--- config.mk ---
export PLATFORM = sky130hd
export DESIGN_NAME = mt64_ctrl
export DESIGN_NICKNAME = d
export VERILOG_FILES = /design/src/design/mt64_pkg.sv /design/src/design/mt64_ctrl.sv
export SDC_FILE = /design/constraint.sdc
export NUM_CORES = 1
export LEC_CHECK = 0
export BUFFER_PORTS_ARGS = -buffer_cell sky130_fd_sc_hd__buf_2
export CORE_AREA = 3 3 60 45
export CTS_BUF_LIST = sky130_fd_sc_hd__clkbuf_8
export DETAILED_ROUTE_END_ITERATION = 8
export DIE_AREA = 0 0 63 48
export GPL_TIMING_DRIVEN = 0
export HOLD_SLACK_MARGIN = 0.06
export PLACE_DENSITY_LB_ADDON = 0.05
export SLEW_MARGIN = 20
export SYNTH_ARGS = -nofsm -noshare
export SYNTH_HDL_FRONTEND = slang
export SYNTH_SLANG_ARGS = --single-unit
--- constraint.sdc ---
create_clock -name clk -period 1.4 [get_ports clk]
set_clock_uncertainty 0.05 [all_clocks]
set_input_delay 0 -clock clk [delete_from_list [all_inputs] [get_ports clk]]
set_output_delay 0 -clock clk [all_outputs]
set_load 0.02 [all_outputs]
--- src/design/mt64_pkg.sv ---
// Shared constants, codes and controller/datapath types for the MT19937-64 generator.
package mt64_pkg;

  localparam int WORD_W       = 64;
  localparam int STATE_WORDS  = 312;
  localparam int TWIST_OFFSET = 156;
  localparam int ADDR_W       = $clog2(STATE_WORDS + 1);
  localparam int HALF_W       = WORD_W / 2;

  localparam logic [WORD_W-1:0] MATRIX_A      = 64'hB502_6F5A_A966_19E9;
  localparam logic [WORD_W-1:0] UPPER_BITS    = 64'hFFFF_FFFF_8000_0000;
  localparam logic [WORD_W-1:0] LOWER_BITS    = 64'h0000_0000_7FFF_FFFF;
  localparam logic [WORD_W-1:0] SEED_MULT     = 64'd6364136223846793005;
  localparam logic [WORD_W-1:0] FALLBACK_SEED = 64'd5489;
  localparam logic [WORD_W-1:0] TEMPER_MASK_A = 64'h5555_5555_5555_5555;
  localparam logic [WORD_W-1:0] TEMPER_MASK_B = 64'h71D6_7FFF_EDA6_0000;
  localparam logic [WORD_W-1:0] TEMPER_MASK_C = 64'hFFF7_EEE0_0000_0000;

  localparam logic FUNC_DRAW = 1'b0;
  localparam logic FUNC_SEED = 1'b1;

  typedef enum logic [3:0] {
    ST_IDLE,
    ST_SEED_INIT,
    ST_SEED_M0,
    ST_SEED_M1,
    ST_SEED_M2,
    ST_SEED_WR,
    ST_DRAW_CHECK,
    ST_TWIST_PRE,
    ST_TWIST_RD,
    ST_TWIST_WR,
    ST_DRAW_RD,
    ST_DRAW_OUT
  } state_t;

  typedef enum logic [1:0] {K_HOLD, K_ZERO, K_ONE, K_INC} kop_t;
  typedef enum logic [1:0] {IDX_HOLD, IDX_SPENT, IDX_ZERO, IDX_INC} idxop_t;
  typedef enum logic [1:0] {MUL_NONE, MUL_LL, MUL_HL, MUL_LH} mulop_t;
  typedef enum logic [1:0] {RD_NONE, RD_K, RD_TWIST, RD_INDEX} rdsel_t;
  typedef enum logic [1:0] {WR_NONE, WR_SEED0, WR_SEEDK, WR_TWIST} wrsel_t;

  typedef struct packed {
    logic   capture;
    logic   use_default;
    kop_t   kop;
    idxop_t idxop;
    mulop_t mulop;
    rdsel_t rdsel;
    wrsel_t wrsel;
    logic   out_load;
  } cmd_t;

  typedef struct packed {
    logic k_last;
    logic index_spent;
    logic out_free;
  } status_t;

endpackage

--- src/design/mt64_ctrl.sv ---
// Sequencing state machine for seeding, twisting and drawing.
module mt64_ctrl (
  input  logic              clk,
  input  logic              rst,
  input  logic              item_valid,
  input  logic              item_func,
  output logic              item_ready,
  input  mt64_pkg::status_t status,
  output mt64_pkg::cmd_t    cmd
);
  import mt64_pkg::*;

  state_t state, state_next;
  logic   seeded, seeded_next;
  logic   pending, pending_next;

  always_ff @(posedge clk) begin
    if (rst) begin
      state   <= ST_IDLE;
      seeded  <= 1'b0;
      pending <= 1'b0;
    end else begin
      state   <= state_next;
      seeded  <= seeded_next;
      pending <= pending_next;
    end
  end

  always_comb begin
    state_next      = state;
    seeded_next     = seeded;
    pending_next    = pending;
    item_ready      = 1'b0;
    cmd.capture     = 1'b0;
    cmd.use_default = 1'b0;
    cmd.kop         = K_HOLD;
    cmd.idxop       = IDX_HOLD;
    cmd.mulop       = MUL_NONE;
    cmd.rdsel       = RD_NONE;
    cmd.wrsel       = WR_NONE;
    cmd.out_load    = 1'b0;
    case (state)
      ST_IDLE: begin
        item_ready = 1'b1;
        if (item_valid) begin
          cmd.capture  = 1'b1;
          pending_next = (item_func == FUNC_DRAW);
          if (item_func == FUNC_SEED || !seeded) begin
            state_next = ST_SEED_INIT;
          end else begin
            state_next = ST_DRAW_CHECK;
          end
        end
      end
      ST_SEED_INIT: begin
        cmd.use_default = pending;
        cmd.wrsel       = WR_SEED0;
        cmd.kop         = K_ONE;
        state_next      = ST_SEED_M0;
      end
      ST_SEED_M0: begin
        cmd.mulop  = MUL_LL;
        state_next = ST_SEED_M1;
      end
      ST_SEED_M1: begin
        cmd.mulop  = MUL_HL;
        state_next = ST_SEED_M2;
      end
      ST_SEED_M2: begin
        cmd.mulop  = MUL_LH;
        state_next = ST_SEED_WR;
      end
      ST_SEED_WR: begin
        cmd.wrsel = WR_SEEDK;
        if (status.k_last) begin
          cmd.idxop   = IDX_SPENT;
          seeded_next = 1'b1;
          state_next  = pending ? ST_DRAW_CHECK : ST_IDLE;
        end else begin
          cmd.kop    = K_INC;
          state_next = ST_SEED_M0;
        end
      end
      ST_DRAW_CHECK: begin
        if (status.index_spent) begin
          cmd.kop    = K_ZERO;
          state_next = ST_TWIST_PRE;
        end else begin
          state_next = ST_DRAW_RD;
        end
      end
      ST_TWIST_PRE: begin
        cmd.rdsel  = RD_K;
        state_next = ST_TWIST_RD;
      end
      ST_TWIST_RD: begin
        cmd.rdsel  = RD_TWIST;
        state_next = ST_TWIST_WR;
      end
      ST_TWIST_WR: begin
        cmd.wrsel = WR_TWIST;
        if (status.k_last) begin
          cmd.idxop  = IDX_ZERO;
          state_next = ST_DRAW_RD;
        end else begin
          cmd.kop    = K_INC;
          state_next = ST_TWIST_RD;
        end
      end
      ST_DRAW_RD: begin
        cmd.rdsel  = RD_INDEX;
        state_next = ST_DRAW_OUT;
      end
      ST_DRAW_OUT: begin
        if (status.out_free) begin
          cmd.out_load = 1'b1;
          cmd.idxop    = IDX_INC;
          state_next   = ST_IDLE;
        end
      end
      default: begin
        state_next = ST_IDLE;
      end
    endcase
  end

endmodule

==> impl_results.md, run 1 <==
- Status: finished clean
- Gr ovfl total: 0
- Slew Limit Fails: 0
- Total Power: 751 uW
- Util after Layout: 37.3%
- Largest net degree at the start of global routing: 11
- Post-Route WL: 1640 um
- I/O Buffers: 20
- Skew-Pair Late Insertion Delay: 0.22 ns
- CTS tree: yes
- DRT iter0 DRCs: 20
- Post-Syn Instances: 72
- Area of the mapped netlist: 533 um2
- Clock buffer depth: 2
- Global-route wire length before repair: 2590 um
- Worst Setup SP: state[0]
- CP Cell Sequence: buf_8 > and2b_2 > buf_4 > o21a_1 > buf_2
- Reg-to-reg endpoint: state[1]
- RSZ-0062 raised after global routing: true
- # rows: 14
- CP max stage delay: 0.36 ns
- DP HPWL: 1210 um
- CORE AREA: 2150 um2
- Most frequent cells in the layout: 18 x buf_2, 7 x nor2_1, 7 x buf_4, 6 x inv_1, 5 x a21oi_1
- Sequential-to-total area share from yosys stat: 22.5%
- Metal3 WL: 81 um
- Tcrit/Tclk final: 98.1%
- Post-synth top flop: dfxtp_1
- CP arrival: 1.32 ns
- Layout Nets: 109
- Logic gate share of total power: 37.0%
- Area Overhead vs Synth: 50.7%
- Slew headroom: 82.2%
- Reg2Reg Depth: 6
- Ys async rst share: 0%
- Switching portion of total power: 32.3%
- Ant. Diodes: 0
- Fillcell total: 245
- CP Capture Type: primary output
- Register bit total from synthesis: 6
- R2r startpoint: state[0]
- Clock share of power: 35.3%
- ANT nets after route: 0
- Min Tclk post-route: 1.37 ns
- Tightest Hold Check Type: input port to register
- Pwr/cell area: 935 nW/um2
- Syn_nets: 79
- Num CTS Buffers: 3
- Worst-Margin Slew: 0.265 ns
- Synth area leader: dfxtp_1
- # IOs: 21
- Fin. Hold Viols: 0
- Pre-antenna DRT Iters: 4
- Switching power: 243 uW
- Worst IR Drop VDD: 0.000538 V
- H-Tree Level Count: 1
- Gp weighted congestion: 0.711
- Internal power: 508 uW
- Hold slack: 0.0766 ns
- Gr usage total: 11.7%
- Vias: 625
- Most common cell after layout, fill and taps aside: buf_2
- MaxCap Viol Count: 0
- DP Area: 681 um2
- Fmax: 728 MHz
- Post-synth top area share: 22.5%
- Starting Density: 24.7%
- WS Path Type: register to primary output
- Worst EP required: 1.35 ns
- Uppermost layer routed: met4
- DIE WIDTH: 63 um
- Wire per inst: 12.3 um
- M1 WL: 833 um
- Hold Path Origin: item_valid
- Clk root buf: clkbuf_8
- Die Span Y: 48 um
- Layout cells sized above 1: 44.6%
- Die ar.: 3020 um2
- Largest cells by area after synthesis: dfxtp_1 23%, nor2b_1 5.9%, nor2_1 5.6%
- CP Max Fanout: 10
- Vias in the first global route: 535
- Startpoint types: register
- Pleak: 0.000377 uW
- Post-synth EDFFs: 0
- Design area: 803 um2
- Worst-path cell with the longest stage delay: dfxtp_4
- Crit path to: cmd[10]
- Drt via density: 4.70
- Residual DRC: 0
- Post-Syn Area per Cell: 7.40 um2
- Setup slack, reg-to-reg: 0.08 ns
- Worst-path clk slew: 0.04 ns
- Synth unique cells: 34
- Clk sink count: 6
- Met2 wire len: 706 um
- Ys Warns: 0
- Register share of total power: 27.8%
- Initial antenna violation count: 0
- Setup-failing EPs final: 0
-- registers in the layout (all words and copies together), names as in the netlist --
signal   cells
seeded       1
pending      1
state        4
-- layer usage --
metal,GRT usage (%),up-vias
met4,6.58,0
met1,15.7,289
li1,-,318
met3,4.46,2
met2,16.1,16
met5,0,-
-- critical path, delay by kind of cell, from the launching register on --
kind	cells	cell delay, ns
buf+inv	3	0.43
flops	1	0.36
simple gates	1	0.22
compound gates	1	0.09
-- stage by stage --
step	instances	TNS, ns	worst slack (ns)
floorplan	72	0	0.0266
global placement	124	0	0.0225
detailed placement	124	0	0.0581
CTS	132	0	0.00961
global route	133	-0.108	-0.0254
finish	133	0	0.0263
-- power by group through the flow --
stage	logic (uW)	registers (uW)	clock network, uW
after floorplan	169	202	0
after global placement	238	207	0
after detailed placement	235	206	0
after CTS	256	207	274
after global routing	303	210	285
final	278	208	265
-- repair_timing --
| action | in CTS | in global routing |
|---|---|---|
| endpoints found under the setup margin | 8 | 8 |
| resized for setup | 8 | 5 |
| buffers inserted | 1 | 1 |
| endpoints found under the hold margin | 5 | 0 |
| pin swaps | 0 | 1 |
| hold buffers | 3 | 0 |
-- cell type report --
cell class | count | area (um2) | share of cell area (%)
multi-input combinational | 57 | 382 | 47.5
sequential | 6 | 130 | 16.2
timing repair buffer | 25 | 150 | 18.7
clock inverter | 1 | 3.75 | 0.467
inverter | 5 | 18.8 | 2.34
clock buffer | 3 | 41.3 | 5.14
tap | 32 | 40.0 | 4.98
buffer | 4 | 37.5 | 4.67
-- how the worst min path moves through the flow --
stage                           to  slack (ns)  cells after the start
after floorplan           state[3]        0.01                      1
after global placement     pending        0.16                      2
after detailed placement   pending        0.15                      2
after CTS                  pending        0.07                      3
after global routing       pending        0.09                      3
final                      pending        0.08                      3
-- synth_stat cells, types with 2 or more instances --
cell type and n:
nand4_1 3, buf_4 3, o21ai_1 2, nand3_1 2, o21ai_0 3, nor2b_1 5, nand2_1 4, a21oi_1 5
nand2b_1 2, a31oi_1 3, inv_1 5, dfxtp_1 6, nor2_1 8
-- cell families (layout without fill, tap and decap cells) --
logic type / Yosys count / count (layout) / share of synthesized area (%)
buf+inv: 9 / 38 / 8.68
compound gates: 23 / 23 / 28.6
flops: 6 / 6 / 22.5
xor+xnor: 1 / 1 / 1.64
simple gates: 33 / 33 / 38.5
(Power assumes the default switching activity.)
==> inputs of run 2 (changes only) <==
==> constraint.sdc (replaced) <==
create_clock -name clk -period 1.1 [get_ports clk]
set_clock_uncertainty 0.05 [all_clocks]
set_input_delay 0 -clock clk [delete_from_list [all_inputs] [get_ports clk]]
set_output_delay 0 -clock clk [all_outputs]
set_load 0.02 [all_outputs]
==> run 2 against run 1 <==
Net effect: the flow now finishes with violations (setup timing); clock power is 22% higher; global-route usage rose by 2.1 points; design area is 38% higher; non-clock buffer count increased by 11; power grew 48%; critical path type unchanged; critical endpoint is now cmd[8].
==> impl_results.md, run 2 (synthesized netlist as in run 1, its figures left out) <==
- Crit path to: cmd[8] (was cmd[10])
- Startpoint types: register (unchanged)
- Vias: 675 (was 625)
- Worst-Margin Slew: 0.312 ns (was 0.265 ns)
- Reg2Reg Depth: 5 (was 6)
- ANT nets after route: 0 (unchanged)
- Hold slack: 0.0511 ns (was 0.0766 ns)
- Slew Limit Fails: 0 (unchanged)
- Vias in the first global route: 644 (was 535)
- Initial antenna violation count: 0 (unchanged)
- MaxCap Viol Count: 0 (unchanged)
- Fmax: 740 MHz
- Design area: 1110 um2 (was 803 um2)
- Switching power: 347 uW (was 243 uW)
- Worst EP required: 1.05 ns (was 1.35 ns)
- Most frequent cells in the layout: 18 x buf_6, 9 x buf_4, 7 x buf_2, 6 x nor2_1 (was 18 x buf_2, 7 x nor2_1, 7 x buf_4, 6 x inv_1, 5 x a21oi_1)
- Worst Setup SP: state[2] (was state[0])
- Pleak: 0.000470 uW (was 0.000377 uW)
- Area Overhead vs Synth: 109% (was 50.7%)
- Slew headroom: 79.1% (was 82.2%)
- Top reg by flops: state (unchanged)
- Starting Density: 24.7% (unchanged)
- R2r startpoint: state[0] (unchanged)
- Failing checks: setup timing
- Tightest Hold Check Type: input port to register (unchanged)
- DP Area: 729 um2 (was 681 um2)
- Clock buffer depth: 2 (unchanged)
- RSZ-0062 raised after global routing: true (unchanged)
- Worst-path clk slew: 0.04 ns (about the same)
- Most common cell after layout, fill and taps aside: buf_6 (was buf_2)
- Drt via density: 4.72 (was 4.70)
- Register share of total power: 23.8% (was 27.8%)
- Residual DRC: 0 (unchanged)
- Total Power: 1110 uW (was 751 uW)
- Layout cells sized above 1: 62.2% (was 44.6%)
- Status: finished, violations left (was finished clean)
- Gr usage total: 13.8% (was 11.7%)
- Pwr/cell area: 998 nW/um2 (was 935 nW/um2)
- Max reg flops: 4 (unchanged)
- I/O Buffers: 20 (unchanged)
- H-Tree Level Count: 1 (unchanged)
- Largest net degree at the start of global routing: 11 (unchanged)
- Post-Route WL: 1890 um (was 1640 um)
- Logic gate share of total power: 47.1% (was 37.0%)
- CTS tree: yes (unchanged)
- DP HPWL: 1290 um (was 1210 um)
- Min Tclk post-route: 1.35 ns
- Reg-to-reg endpoint: state[2] (was state[1])
- Fin worst setup slack: -0.250 ns (was 0.0263 ns)
- # IOs: 21 (unchanged)
- # rows: 14 (unchanged)
- WS Path Type: register to primary output (unchanged)
- Num CTS Buffers: 3 (unchanged)
- DRT iter0 DRCs: 19 (was 20)
- Wire per inst: 13.2 um (was 12.3 um)
- Setup-failing EPs final: 19 (was 0)
- Post-placement cell count: 124 (unchanged)
- Worst IR Drop VDD: 0.000683 V (was 0.000538 V)
- CP Capture Type: primary output (unchanged)
- Top flop regs: state: 4 flops, pending: 1 flops, seeded: 1 flops (unchanged)
- Layout Nets: 120 (was 109)
- Cts hold-fix bufs: 2 (was 3)
- DIE WIDTH: 63 um (unchanged)
- CP arrival: 1.30 ns (was 1.32 ns)
- Global-route wire length before repair: 3090 um (was 2590 um)
- Clk root buf: clkbuf_8 (unchanged)
- Util after Layout: 51.6% (was 37.3%)
- Pre-antenna DRT Iters: 4 (unchanged)
- Internal power: 763 uW (was 508 uW)
- Gp weighted congestion: 0.742 (was 0.711)
- Ant. Diodes: 0 (unchanged)
- Clk sink count: 6 (unchanged)
- Die Span Y: 48 um (unchanged)
- CP Max Fanout: 6 (was 10)
- Final std cells w/o fill: 143 (was 133)
- Die ar.: 3020 um2 (unchanged)
- Clock share of power: 29.1% (was 35.3%)
- Tcrit/Tclk final: 123%
- Switching portion of total power: 31.3% (was 32.3%)
- Gr ovfl total: 0 (unchanged)
- Skew-Pair Late Insertion Delay: 0.22 ns (about the same)
- Fin. Hold Viols: 0 (unchanged)
- Setup slack, reg-to-reg: -0.23 ns (was 0.08 ns)
- CORE AREA: 2150 um2 (unchanged)
[run 2: changes by cell type in the layout (fill, tap and decap cells not counted), moves of 2 or more]
cell	before	now
buf_6	0	18
buf_2	18	7
a21oi_1	5	2
a21oi_2	0	3
buf_4	7	9
buf_8	1	3
dfxtp_2	2	0
dfxtp_4	2	4
inv_1	6	4
nand2b_4	0	2
nor2b_4	0	2
[run 2: worst max-delay path, cell delays in order, from the launching register on]
cell	delay, ns
dfxtp_4	0.40
buf_6	0.14
nor2b_4	0.04
nand4_1	0.11
inv_2	0.06
a31o_4	0.20
buf_6	0.12
[run 2: worst min-delay path by stage]
| stage | slack, ns | cells past startpoint | start | end |
|---|---|---|---|---|
| after floorplan | 0.01 | 1 | rst | state[3] |
| after global placement | 0.16 | 2 | item_func | pending |
| after detailed placement | 0.16 | 2 | item_func | pending |
| after CTS | 0.05 | 3 | rst | state[1] |
| after global routing | 0.06 | 3 | rst | state[0] |
| final | 0.05 | 3 | rst | state[0] |
[run 2: metal layers]
metal  global-route usage [%]  wire length [um]  up-vias
met1                     18.2               954      322
met2                     21.8               868        9
met5                        0                 0        -
li1                         -                 -      344
met3                     5.40                66        0
met4                     2.63                 0        0
[run 2: final cells by class]
class                      count  area [um2]
fill                         219        1040
buffer                         4        56.3
clock buffer                   3        41.3
multi-input combinational     57         474
sequential                     6         135
timing repair buffer          36         347
inverter                       5        18.8
tap                           32        40.0
[run 2: repair_timing]
item / CTS / global route
hold endpoints to repair: 3 / 1
setup buffers: 8 / 5
endpoints found under the setup margin: 20 / 20
cloned: 1 / 0
resized for setup: 45 / 10
pin swaps: 8 / 8
[run 2: stage by stage]
| stage | setup slack [ns] | setup TNS, ns |
|---|---|---|
| after floorplan | -0.273 | -0.939 |
| after global placement | -0.221 | -1.42 |
| after CTS | -0.241 | -3.23 |
| final | -0.250 | -3.06 |
| after detailed placement | -0.196 | -1.26 |
| after global routing | -0.314 | -4.05 |
[run 2: power groups by stage]
stage	clock network, uW	logic (uW)	registers [uW]
floorplan	0	239	262
global placement	0	325	271
detailed placement	0	326	270
CTS	334	484	264
global route	351	557	268
finish	323	523	264
